[src/sv/chd_pkg.sv]
// Shared types, constants and decode functions for the cartridge header decoder.
`timescale 1ns / 1ps
`default_nettype none

package chd_pkg;

  typedef enum logic [2:0] {
    STATUS_OK           = 3'd0,
    STATUS_BAD_MAGIC    = 3'd1,
    STATUS_CONSOLE_TYPE = 3'd2,
    STATUS_TIMING       = 3'd3,
    STATUS_EXPANSION    = 3'd4
  } chd_status_e;

  // Header byte positions that carry a check or a field
  localparam logic [3:0] POS_MAGIC_LAST = 4'd3;
  localparam logic [3:0] POS_PRG_LSB    = 4'd4;
  localparam logic [3:0] POS_CHR_LSB    = 4'd5;
  localparam logic [3:0] POS_FLAGS6     = 4'd6;
  localparam logic [3:0] POS_FLAGS7     = 4'd7;
  localparam logic [3:0] POS_MAPPER_HI  = 4'd8;
  localparam logic [3:0] POS_ROM_MSB    = 4'd9;
  localparam logic [3:0] POS_PRG_RAM    = 4'd10;
  localparam logic [3:0] POS_CHR_RAM    = 4'd11;
  localparam logic [3:0] POS_TIMING     = 4'd12;
  localparam logic [3:0] POS_MISC_ROM   = 4'd14;
  localparam logic [3:0] POS_LAST       = 4'd15;

  localparam logic [1:0] VERSION_2      = 2'b10;
  localparam logic [3:0] ROM_EXP_FORM   = 4'hF;
  localparam logic [3:0] PRG_UNIT_SHIFT = 4'd14;
  localparam logic [3:0] CHR_UNIT_SHIFT = 4'd13;
  localparam logic [21:0] OLD_RAM_BYTES = 22'h2000;
  localparam logic [21:0] RAM_BASE      = 22'd64;

  localparam int unsigned OUT_DATA_W = 248;

  function automatic logic [7:0] chd_magic(input logic [1:0] pos);
    logic [7:0] m;
    unique case (pos)
      2'd0:    m = 8'h4E;
      2'd1:    m = 8'h45;
      2'd2:    m = 8'h53;
      default: m = 8'h1A;
    endcase
    return m;
  endfunction

  // Size in bytes from a 12-bit count: unit count, or exponent-multiplier form
  function automatic logic [63:0] chd_rom_bytes(input logic [11:0] count,
                                                input logic [3:0]  unit_shift);
    logic [66:0] scaled;
    logic [63:0] bytes;
    scaled = 67'({count[1:0], 1'b1}) << count[7:2];
    if (count[11:8] == ROM_EXP_FORM) begin
      if (scaled[66:64] != 3'b000) begin
        bytes = '1;
      end else begin
        bytes = scaled[63:0];
      end
    end else begin
      bytes = 64'(count) << unit_shift;
    end
    return bytes;
  endfunction

  function automatic logic [21:0] chd_ram_bytes(input logic [3:0] shift);
    logic [21:0] bytes;
    if (shift == 4'd0) begin
      bytes = '0;
    end else begin
      bytes = RAM_BASE << shift;
    end
    return bytes;
  endfunction

endpackage

`default_nettype wire

[src/sv/cartridge_header_decoder.sv]
// Top level: streaming decoder of the 16-byte cartridge header.
//
//  Channel   Dir  Transfer when             Payload
//  s_axis    in   tvalid & tready           tdata: header byte; tuser: first-byte flag
//  m_axis    out  tvalid & tready           tuser: status; tdata: decoded fields
//  apb       in   psel&penable&pwrite       force_load at any address with paddr[2] clear
//
// One header byte per cycle unless a result is blocked at the output; a byte passes
// an input register and the decode logic, and its result lands in the output
// register, from which it transfers on tvalid & tready. While a result waits,
// bytes keep flowing; only a byte that makes a result of its own stalls behind it.
// Reset clears the control state and leaves the decoder waiting for a byte
// flagged as first; bytes without that flag are dropped until then.
`timescale 1ns / 1ps
`default_nettype none

module cartridge_header_decoder (
  input  wire logic         clk_i,
  input  wire logic         rst_ni,
  // APB configuration
  input  wire logic         psel,
  input  wire logic         penable,
  input  wire logic         pwrite,
  input  wire logic [2:0]   paddr,
  input  wire logic [31:0]  pwdata,
  output logic [31:0]       prdata,
  output logic              pready,
  // header bytes in
  input  wire logic         s_axis_tvalid,
  output logic              s_axis_tready,
  input  wire logic [7:0]   s_axis_tdata,  // [7:0] header_byte
  input  wire logic [0:0]   s_axis_tuser,  // [0] first_byte
  // result out
  output logic              m_axis_tvalid,
  input  wire logic         m_axis_tready,
  // [11:0] mapper_number, [15:12] submapper, [79:16] prg_rom_bytes,
  // [143:80] chr_rom_bytes, [165:144] prg_ram_bytes, [187:166] prg_nvram_bytes,
  // [209:188] chr_ram_bytes, [231:210] chr_nvram_bytes, [232] extended_format,
  // [236:233] board_flags, [244:237] misc_rom_count, [247:245] zero
  output logic [chd_pkg::OUT_DATA_W-1:0] m_axis_tdata,
  output logic [2:0]        m_axis_tuser   // [2:0] status
);

  // configuration
  logic force_load_q;

  // input register
  logic       in_valid_q, in_valid_d;
  logic [7:0] in_byte_q;
  logic       in_first_q;

  // header tracking
  logic [3:0] pos_q, pos_d;
  logic       done_q, done_d;
  logic       mismatch_q, mismatch_d;

  // captured header bytes
  logic [7:0] prg_lsb_q, chr_lsb_q, flags6_q, flags7_q;
  logic [7:0] mapper_hi_q, rom_msb_q, prg_ram_q, chr_ram_q, misc_q;

  // output register
  logic                          out_valid_q, out_valid_d;
  chd_pkg::chd_status_e          out_status_q;
  logic [chd_pkg::OUT_DATA_W-1:0] out_data_q;

  // decode
  logic                 advance, work;
  logic [3:0]           eff_pos;
  logic                 eff_done, eff_mismatch, mismatch_now, is_v2;
  logic                 res_valid;
  chd_pkg::chd_status_e res_status;
  logic [chd_pkg::OUT_DATA_W-1:0] res_data;
  logic [11:0]          mapper, prg_count, chr_count;
  logic [63:0]          prg_rom, chr_rom;
  logic [21:0]          prg_ram, prg_nvram, chr_ram, chr_nvram;
  logic [3:0]           submapper;
  logic [7:0]           misc_count;

  // ---------------------------------------------------------------- APB
  assign pready = 1'b1;
  assign prdata = {31'b0, force_load_q};

  always_ff @(posedge clk_i or negedge rst_ni) begin
    if (!rst_ni) begin
      force_load_q <= 1'b0;
    end else if (psel && penable && pwrite && pready && (paddr[2] == 1'b0)) begin
      force_load_q <= pwdata[0];
    end
  end

  // ---------------------------------------------------------------- flow
  // A byte leaves the input register unless it makes a result that cannot land
  assign advance       = !res_valid || !out_valid_q || m_axis_tready;
  assign s_axis_tready = !in_valid_q || advance;
  assign work          = in_valid_q && advance;

  always_comb begin
    in_valid_d = in_valid_q;
    if (s_axis_tready) begin
      in_valid_d = s_axis_tvalid;
    end
  end

  always_ff @(posedge clk_i or negedge rst_ni) begin
    if (!rst_ni) begin
      in_valid_q <= 1'b0;
    end else begin
      in_valid_q <= in_valid_d;
    end
  end

  always_ff @(posedge clk_i) begin
    if (s_axis_tready && s_axis_tvalid) begin
      in_byte_q  <= s_axis_tdata;
      in_first_q <= s_axis_tuser[0];
    end
  end

  // ---------------------------------------------------------------- decode
  assign eff_pos      = in_first_q ? 4'd0 : pos_q;
  assign eff_done     = in_first_q ? 1'b0 : done_q;
  assign eff_mismatch = in_first_q ? 1'b0 : mismatch_q;
  assign mismatch_now = eff_mismatch || (in_byte_q != chd_pkg::chd_magic(eff_pos[1:0]));
  assign is_v2        = (flags7_q[3:2] == chd_pkg::VERSION_2);

  // full-result fields, valid at the last byte
  always_comb begin
    mapper     = {4'h0, flags7_q[7:4], flags6_q[7:4]};
    prg_count  = {4'h0, prg_lsb_q};
    chr_count  = {4'h0, chr_lsb_q};
    submapper  = '0;
    misc_count = '0;
    prg_ram    = chd_pkg::OLD_RAM_BYTES;
    prg_nvram  = '0;
    chr_ram    = (chr_lsb_q == 8'h00) ? chd_pkg::OLD_RAM_BYTES : 22'd0;
    chr_nvram  = '0;
    if (is_v2) begin
      mapper[11:8] = mapper_hi_q[3:0];
      submapper    = mapper_hi_q[7:4];
      prg_count    = {rom_msb_q[3:0], prg_lsb_q};
      chr_count    = {rom_msb_q[7:4], chr_lsb_q};
      prg_ram      = chd_pkg::chd_ram_bytes(prg_ram_q[3:0]);
      prg_nvram    = chd_pkg::chd_ram_bytes(prg_ram_q[7:4]);
      chr_ram      = chd_pkg::chd_ram_bytes(chr_ram_q[3:0]);
      chr_nvram    = chd_pkg::chd_ram_bytes(chr_ram_q[7:4]);
      misc_count   = misc_q;
    end
    prg_rom = chd_pkg::chd_rom_bytes(prg_count, chd_pkg::PRG_UNIT_SHIFT);
    chr_rom = chd_pkg::chd_rom_bytes(chr_count, chd_pkg::CHR_UNIT_SHIFT);
  end

  // next header state and result
  always_comb begin
    pos_d      = pos_q;
    done_d     = done_q;
    mismatch_d = mismatch_q;
    res_valid  = 1'b0;
    res_status = chd_pkg::STATUS_OK;
    res_data   = '0;
    if (in_valid_q) begin
      pos_d      = eff_pos;
      done_d     = eff_done;
      mismatch_d = eff_mismatch;
      if (!eff_done) begin
        pos_d = eff_pos + 4'd1;
        if (eff_pos <= chd_pkg::POS_MAGIC_LAST) begin
          mismatch_d = mismatch_now;
          if (eff_pos == chd_pkg::POS_MAGIC_LAST && mismatch_now) begin
            res_valid  = 1'b1;
            res_status = chd_pkg::STATUS_BAD_MAGIC;
          end
        end else if (eff_pos == chd_pkg::POS_FLAGS7) begin
          if (in_byte_q[1:0] != 2'b00 && !force_load_q) begin
            res_valid  = 1'b1;
            res_status = chd_pkg::STATUS_CONSOLE_TYPE;
          end
        end else if (eff_pos == chd_pkg::POS_TIMING) begin
          if (is_v2 && in_byte_q[0]) begin
            res_valid  = 1'b1;
            res_status = chd_pkg::STATUS_TIMING;
          end
        end else if (eff_pos == chd_pkg::POS_LAST) begin
          res_valid = 1'b1;
          if (is_v2 && in_byte_q[5:0] > 6'd1) begin
            res_status = chd_pkg::STATUS_EXPANSION;
          end else begin
            res_data = {3'b000, misc_count, flags6_q[3:0], is_v2,
                        chr_nvram, chr_ram, prg_nvram, prg_ram,
                        chr_rom, prg_rom, submapper, mapper};
          end
        end
        if (res_valid) begin
          done_d = 1'b1;
        end
      end
    end
  end

  always_ff @(posedge clk_i or negedge rst_ni) begin
    if (!rst_ni) begin
      pos_q      <= '0;
      done_q     <= 1'b1;
      mismatch_q <= 1'b0;
    end else if (work) begin
      pos_q      <= pos_d;
      done_q     <= done_d;
      mismatch_q <= mismatch_d;
    end
  end

  // capture the bytes the result needs
  always_ff @(posedge clk_i) begin
    if (work && !eff_done) begin
      if (eff_pos == chd_pkg::POS_PRG_LSB)   prg_lsb_q   <= in_byte_q;
      if (eff_pos == chd_pkg::POS_CHR_LSB)   chr_lsb_q   <= in_byte_q;
      if (eff_pos == chd_pkg::POS_FLAGS6)    flags6_q    <= in_byte_q;
      if (eff_pos == chd_pkg::POS_FLAGS7)    flags7_q    <= in_byte_q;
      if (eff_pos == chd_pkg::POS_MAPPER_HI) mapper_hi_q <= in_byte_q;
      if (eff_pos == chd_pkg::POS_ROM_MSB)   rom_msb_q   <= in_byte_q;
      if (eff_pos == chd_pkg::POS_PRG_RAM)   prg_ram_q   <= in_byte_q;
      if (eff_pos == chd_pkg::POS_CHR_RAM)   chr_ram_q   <= in_byte_q;
      if (eff_pos == chd_pkg::POS_MISC_ROM)  misc_q      <= in_byte_q;
    end
  end

  // ---------------------------------------------------------------- output
  always_comb begin
    out_valid_d = out_valid_q;
    if (work && res_valid) begin
      out_valid_d = 1'b1;
    end else if (m_axis_tready) begin
      out_valid_d = 1'b0;
    end
  end

  always_ff @(posedge clk_i or negedge rst_ni) begin
    if (!rst_ni) begin
      out_valid_q <= 1'b0;
    end else begin
      out_valid_q <= out_valid_d;
    end
  end

  always_ff @(posedge clk_i) begin
    if (work && res_valid) begin
      out_status_q <= res_status;
      out_data_q   <= res_data;
    end
  end

  assign m_axis_tvalid = out_valid_q;
  assign m_axis_tdata  = out_data_q;
  assign m_axis_tuser  = out_status_q;

  // ---------------------------------------------------------------- checks
  a_error_zero_data: assert property (@(posedge clk_i) disable iff (!rst_ni)
    (work && res_valid && res_status != chd_pkg::STATUS_OK) |-> (res_data == '0))
    else $error("error result carries nonzero fields");

  a_done_after_result: assert property (@(posedge clk_i) disable iff (!rst_ni)
    (work && res_valid) |=> done_q)
    else $error("header not closed after its result");

  a_magic_at_byte3: assert property (@(posedge clk_i) disable iff (!rst_ni)
    (work && res_valid && res_status == chd_pkg::STATUS_BAD_MAGIC)
      |-> (eff_pos == chd_pkg::POS_MAGIC_LAST))
    else $error("bad magic reported away from byte 3");

  a_stall_cause: assert property (@(posedge clk_i) disable iff (!rst_ni)
    !s_axis_tready |-> (in_valid_q && out_valid_q && res_valid && !m_axis_tready))
    else $error("input stalled without a blocked result");

endmodule

`default_nettype wire
[config.mk]
export PLATFORM = sky130hd
export DESIGN_NAME = cartridge_header_decoder
export DESIGN_NICKNAME = d
export VERILOG_FILES = /design/src/sv/chd_pkg.sv /design/src/sv/cartridge_header_decoder.sv
export SDC_FILE = /design/constraint.sdc
export NUM_CORES = 1
export LEC_CHECK = 0
export ABC_AREA = 1
export BUFFER_PORTS_ARGS = -buffer_cell sky130_fd_sc_hd__buf_2
export CORE_ASPECT_RATIO = 1.4
export CORE_MARGIN = 10
export CORE_UTILIZATION = 58
export CTS_BUF_LIST = sky130_fd_sc_hd__clkbuf_4 sky130_fd_sc_hd__clkbuf_8 sky130_fd_sc_hd__clkbuf_16
export DETAILED_ROUTE_END_ITERATION = 8
export GPL_ROUTABILITY_DRIVEN = 0
export GPL_TIMING_DRIVEN = 0
export PLACE_DENSITY = 0.86
export SLEW_MARGIN = 20
export SYNTH_ARGS = -nofsm -noshare
export SYNTH_HDL_FRONTEND = slang
export SYNTH_SLANG_ARGS = --single-unit
[constraint.sdc]
create_clock -name clk_i -period 27.2 [get_ports clk_i]
set_clock_uncertainty 0.1 [all_clocks]
set_input_delay 2.72 -clock clk_i [delete_from_list [all_inputs] [get_ports clk_i]]
set_output_delay 2.72 -clock clk_i [all_outputs]
set_load 0.005 [all_outputs]
# After elaboration in Yosys (flattened, before gate mapping)
# Cells that the tools add are included.
[classes]
n_addsub = 1
n_lt_le_gt_ge = 2
eq_ne = 18
shifts = 6
mux = 41
bitwise_logic = 6
reduce_logical = 49
[op_table]
columns = ["operator", "count"]
rows = [
  ["3-bit by 6-bit left shift with 67-bit output", 2],
  ["64-bit 2-to-1 mux", 2],
  ["7-bit by 4-bit left shift with 22-bit output (first input constant)", 4],
  ["22-bit 2-to-1 mux", 2],
  ["14-bit 2-to-1 mux", 3],
  ["4-bit == test (second input constant)", 9],
  ["9-bit OR reduction", 3],
  ["26-bit 2-to-1 mux", 1],
  ["25-bit 2-to-1 mux", 1],
  ["12-bit 2-to-1 mux", 2],
  ["8-bit OR reduction", 3],
  ["7-bit one-hot mux with 3 select lines", 1],
  ["1-bit 2-to-1 mux", 20],
  ["2-bit AND reduction", 10],
  ["4-bit by 3-bit == test with 1-bit output (second input constant)", 4],
  ["4-bit zero test", 4],
  ["3-bit 2-to-1 mux", 5],
  ["1-bit logical AND", 11],
  ["8-bit zero test", 1],
  ["4-bit 2-to-1 mux", 2],
  ["8-bit != test", 1],
  ["7-bit OR reduction", 1],
  ["6-bit by 1-bit > comparator with 1-bit output (second input constant)", 1],
  ["1-bit NOT", 6],
  ["other kinds (13)", 24],
]
[word_totals]
reg_bits = 341
input_bits = 51
output_inout_bits = 286
word_cells = 149

# Logic depth before layout (Yosys ltp)
[logic_depth]
word_depth = 18
depth_mapped = 17
depth_no_buf = 17

# Worst setup path after synthesis
# OpenSTA, ideal clock, no wires.
[synth_path]
kind = "input port to flip-flop"
start = "input port m_axis_tready"
end = "register out_data_q, in the netlist m_axis_tdata[0] (enable)"
setup_time_ns = 0.812
t_arrival_ns = 11.997
required_time_ns = 26.288
slack_ns = 14.291
stages = 2
path_buffers = 0
cell_sequence = "nor2_1 nor2_1"
[synth_between]
elab_chain_cells = 3
[synth_lines]
columns = ["element", "line_no", "rtl"]
rows = [
  ["start: declaration", "cartridge_header_decoder.sv:35", "input wire logic m_axis_tready,"],
  ["1-bit logical OR", "cartridge_header_decoder.sv:93", "assign advance = !res_valid || !out_valid_q || m_axis_tready;"],
  ["1-bit logical AND", "cartridge_header_decoder.sv:95", "assign work = in_valid_q && advance;"],
  ["1-bit logical AND", "cartridge_header_decoder.sv:245", "if (work && res_valid) begin"],
  ["end signal: assignment", "cartridge_header_decoder.sv:247", "out_data_q <= res_data;"],
  ["end: declaration", "cartridge_header_decoder.sv:64", "logic [chd_pkg::OUT_DATA_W-1:0] out_data_q;"],
]
# No other way between the ends.
# A chain may end at the register's enable or synchronous reset.

# Worst setup path after layout
[layout_path]
start = "input port m_axis_tready"
end = "output port s_axis_tready"
[layout_between]
elab_chain_cells = 2
[layout_lines]
columns = ["element", "line_no", "rtl"]
rows = [
  ["1-bit logical OR", "cartridge_header_decoder.sv:93", ""],
  ["1-bit logical OR", "cartridge_header_decoder.sv:94", "assign s_axis_tready = !in_valid_q || advance;"],
  ["end: declaration", "cartridge_header_decoder.sv:30", "output logic s_axis_tready,"],
]
# No other way between the ends.

==> parameters.txt <==
Parameter                              Value

Run status
  Run status    completed

Cells and area
  Number of flip-flops under the largest register name    221
  Layout cell share with drive strength beyond 1    26.9%
  Area growth syn-to-layout    21.8%
  Post-layout nets    1629
  N_diodes    0

Timing
  Total setup violations reported at the end of the flow    0
  Post-Route Setup TNS    0 ns
  Worst slew margin relative to its limit    46.5%
  Slew @ Worst Pin    0.799 ns
  Worst hold margin    0.367 ns
  Hold violation total from the final report    0
  Unrepaired setup endpoints after global routing    no
  Achievable frequency    0.156 GHz
  Share of the clock period used by the worst path after layout    23.5%
  Max-slew violation count    0
  Shortest period the worst path allows    6.39 ns

Detailed routing
  Detailed-route vias per instance    5.19
  Via Count    9860
  Initial detailed-routing violation count    976
  Residual DRC count    0
  First-pass iteration count of the detailed router    6
  Total wire length after detailed routing    33100 um
  Post-route ant nets    0
  Average wire length per cell after detail routing    17.4 um

Global routing
  Global-route wire length before repair    51300 um
  Global-route total usage across every layer    21.4%
  Number of global-route vias before repair    9687
  Number of antenna violations at the first check in global routing    0
  Grt total ovfl    0
  Maximum number of pins on one net before global-route repair    32

Setup path
  Worst EP arrival    3.57 ns
  Type of origin of the critical path    input port
  Data required time at the worst endpoint    24.38 ns
  Worst Setup End Kind    output pin
  Category of the critical setup timing path    input port to output pin
  Top fanout value on the critical path    10
  Register-to-register setup slack    23.84 ns
  Number of cell instances on the worst register-to-register path    16

Synth
  Most area-hungry cell type in the Yosys netlist    edfxtp_1
  Top_reg_cell synth    edfxtp_1
  Synth Cell Area    0.0136 mm^2
  Post-synthesis sequential area ratio    68.6%
  Number of enable-type register cells in the synthesized netlist    303
  Synth top area share    67.0%
  Yosys warns    0
  Number of synthesized register bits    312
  Yosys cell types    39
  Most repeated cell in the gate-level netlist after synthesis    edfxtp_1
  Share of synthesized flip-flops with an asynchronous set or reset    2.88%
  Number of instances in the synthesized netlist    1230
  Top post-synthesis cells by count    303 x edfxtp_1, 249 x nor2_1, 180 x nand2_1
  Avg Cell Area, Syn    11.0 um^2
  Ranking of synthesized cells by area    edfxtp_1 67%, nor2_1 6.9%, nand2_1 5.0%

Min path
  Classification of the worst-slack hold path    flop to flop
  Hold Path Stages    2

Floorplanning
  Die Span Y    201 um
  IO Count    337
  Cell Rows    66
  Starting density of the core    58.8%
  Overall die area    0.0300 mm^2
  Area of the core region    0.0231 mm^2
  Die width    149 um

Pwr
  Part of the total power dissipated in combinational logic    4.0%
  Worst IR drop on VDD    0.0579 mV
  Proportion of total power due to net switching    19.6%
  Share of power burned in registers    56.6%
  Ratio of total power to cell area    57.4 mW/mm^2
  Switching power summed over all nets    0.186 mW
  Reported leakage power    6.80 nW
  Internal power of the cells    0.764 mW
  Clk pwr share    39.4%

Clocking
  Number of post-CTS setup repair buffers    0
  Clock slew at the register clock pins of the worst setup and hold paths    0.06 ns
  Root Buffer    clkbuf_16
  Clock sink total    312
  Hold buffer count at CTS    0
  Worst skew pair latency    0.54 ns
  TritonCTS clock tree    done
  Max Buffers Root-to-Sink    3
  Num CTS Buffers    27
  Count of H-tree levels built during CTS    1
  Resize count post-CTS    0

Placed design
  DP HPWL    24900 um
  Port Buffer Count    244

Run
  Total of max-cap violations    0
per-layer routing:
| metal | vias up | routed length, um | track usage (%) |
|---|---|---|---|
| met5 | - | 0 | 0 |
| met4 | 0 | 1530 | 9.63 |
| met3 | 114 | 2930 | 4.87 |
| met2 | 537 | 17200 | 38.5 |
| met1 | 4527 | 11500 | 23.2 |
| li1 | 4682 | - | - |
critical path, cell delays in order:
cell and delay, ns:
buf_2 0.10, nor2_1 0.21, nand3_1 0.16, buf_2 0.23
buf_2 0.15
layout make-up:
type / count / area, um^2
inverters: 124 / 465
multi-input cells: 748 / 3350
fillers: 1574 / 6570
repair buffers: 254 / 1470
plain buffers: 107 / 686
flip-flops and latches: 312 / 9330
clock buffers: 33 / 721
clock inverters: 16 / 151
well taps: 306 / 383
per-stage QoR:
step / worst slack, ns / power, mW / instance area, um^2 / util [%] / cells
6_report: 20.81 / 0.950 / 16600 / 71.6 / 1900
5_1_grt: 20.69 / 0.980 / 16600 / 71.6 / 1900
4_1_cts: 20.80 / 0.956 / 16600 / 71.6 / 1900
3_5_place_dp: 20.80 / 0.585 / 15700 / 67.8 / 1851
3_3_place_gp: 11.18 / 0.585 / 15400 / 66.7 / 1841
2_1_floorplan: 14.29 / 0.571 / 13800 / - / 1291
placed cells by master (no fill, tap or decap), types with 6 or more instances in the layout:
cell,instances
clkbuf_4,6
nand2_1,180
buf_4,63
a21oi_2,17
dfrtp_1,8
clkinv_2,6
clkbuf_16,27
clkinv_1,10
nand3_1,66
o21ai_0,56
edfxtp_1,303
nand2_2,9
conb_1,63
clkbuf_1,21
nand4_1,6
buf_16,7
inv_2,8
nor2_1,248
a21oi_1,49
nor3_1,14
buf_2,258
inv_1,112
power by group through the flow:
stage	clock network [mW]	logic (mW)	registers [mW]
after floorplan	0	0.0220	0.549
after global placement	0	0.0334	0.552
after detailed placement	0	0.0369	0.548
after CTS	0.381	0.0371	0.538
after global routing	0.399	0.0422	0.538
final	0.375	0.0377	0.538
worst paths after layout:
path	startpoint	endpoint
max	m_axis_tready	s_axis_tready
min	done_q	done_q
max reg2reg	in_first_q	m_axis_tdata[228]
min reg2reg	done_q	done_q
max in group asynchronous	rst_ni	done_q
min in group asynchronous	rst_ni	pos_q[0]
logic make-up (layout without fill, tap and decap cells):
kind of cell / Yosys count / count (layout) / synth area share, %
adders and majority gates: 4 / 4 / 0.368
other: 2 / 63 / 0.0553
AOI/OAI and AO/OA: 131 / 131 / 5.37
DFF: 312 / 312 / 68.6
xor gates and xnor gates: 2 / 2 / 0.129
buffers and inverters: 231 / 534 / 8.47
and+or+nand+nor: 546 / 546 / 16.8
muxes: 2 / 2 / 0.157
(Power assumes the default switching activity.)
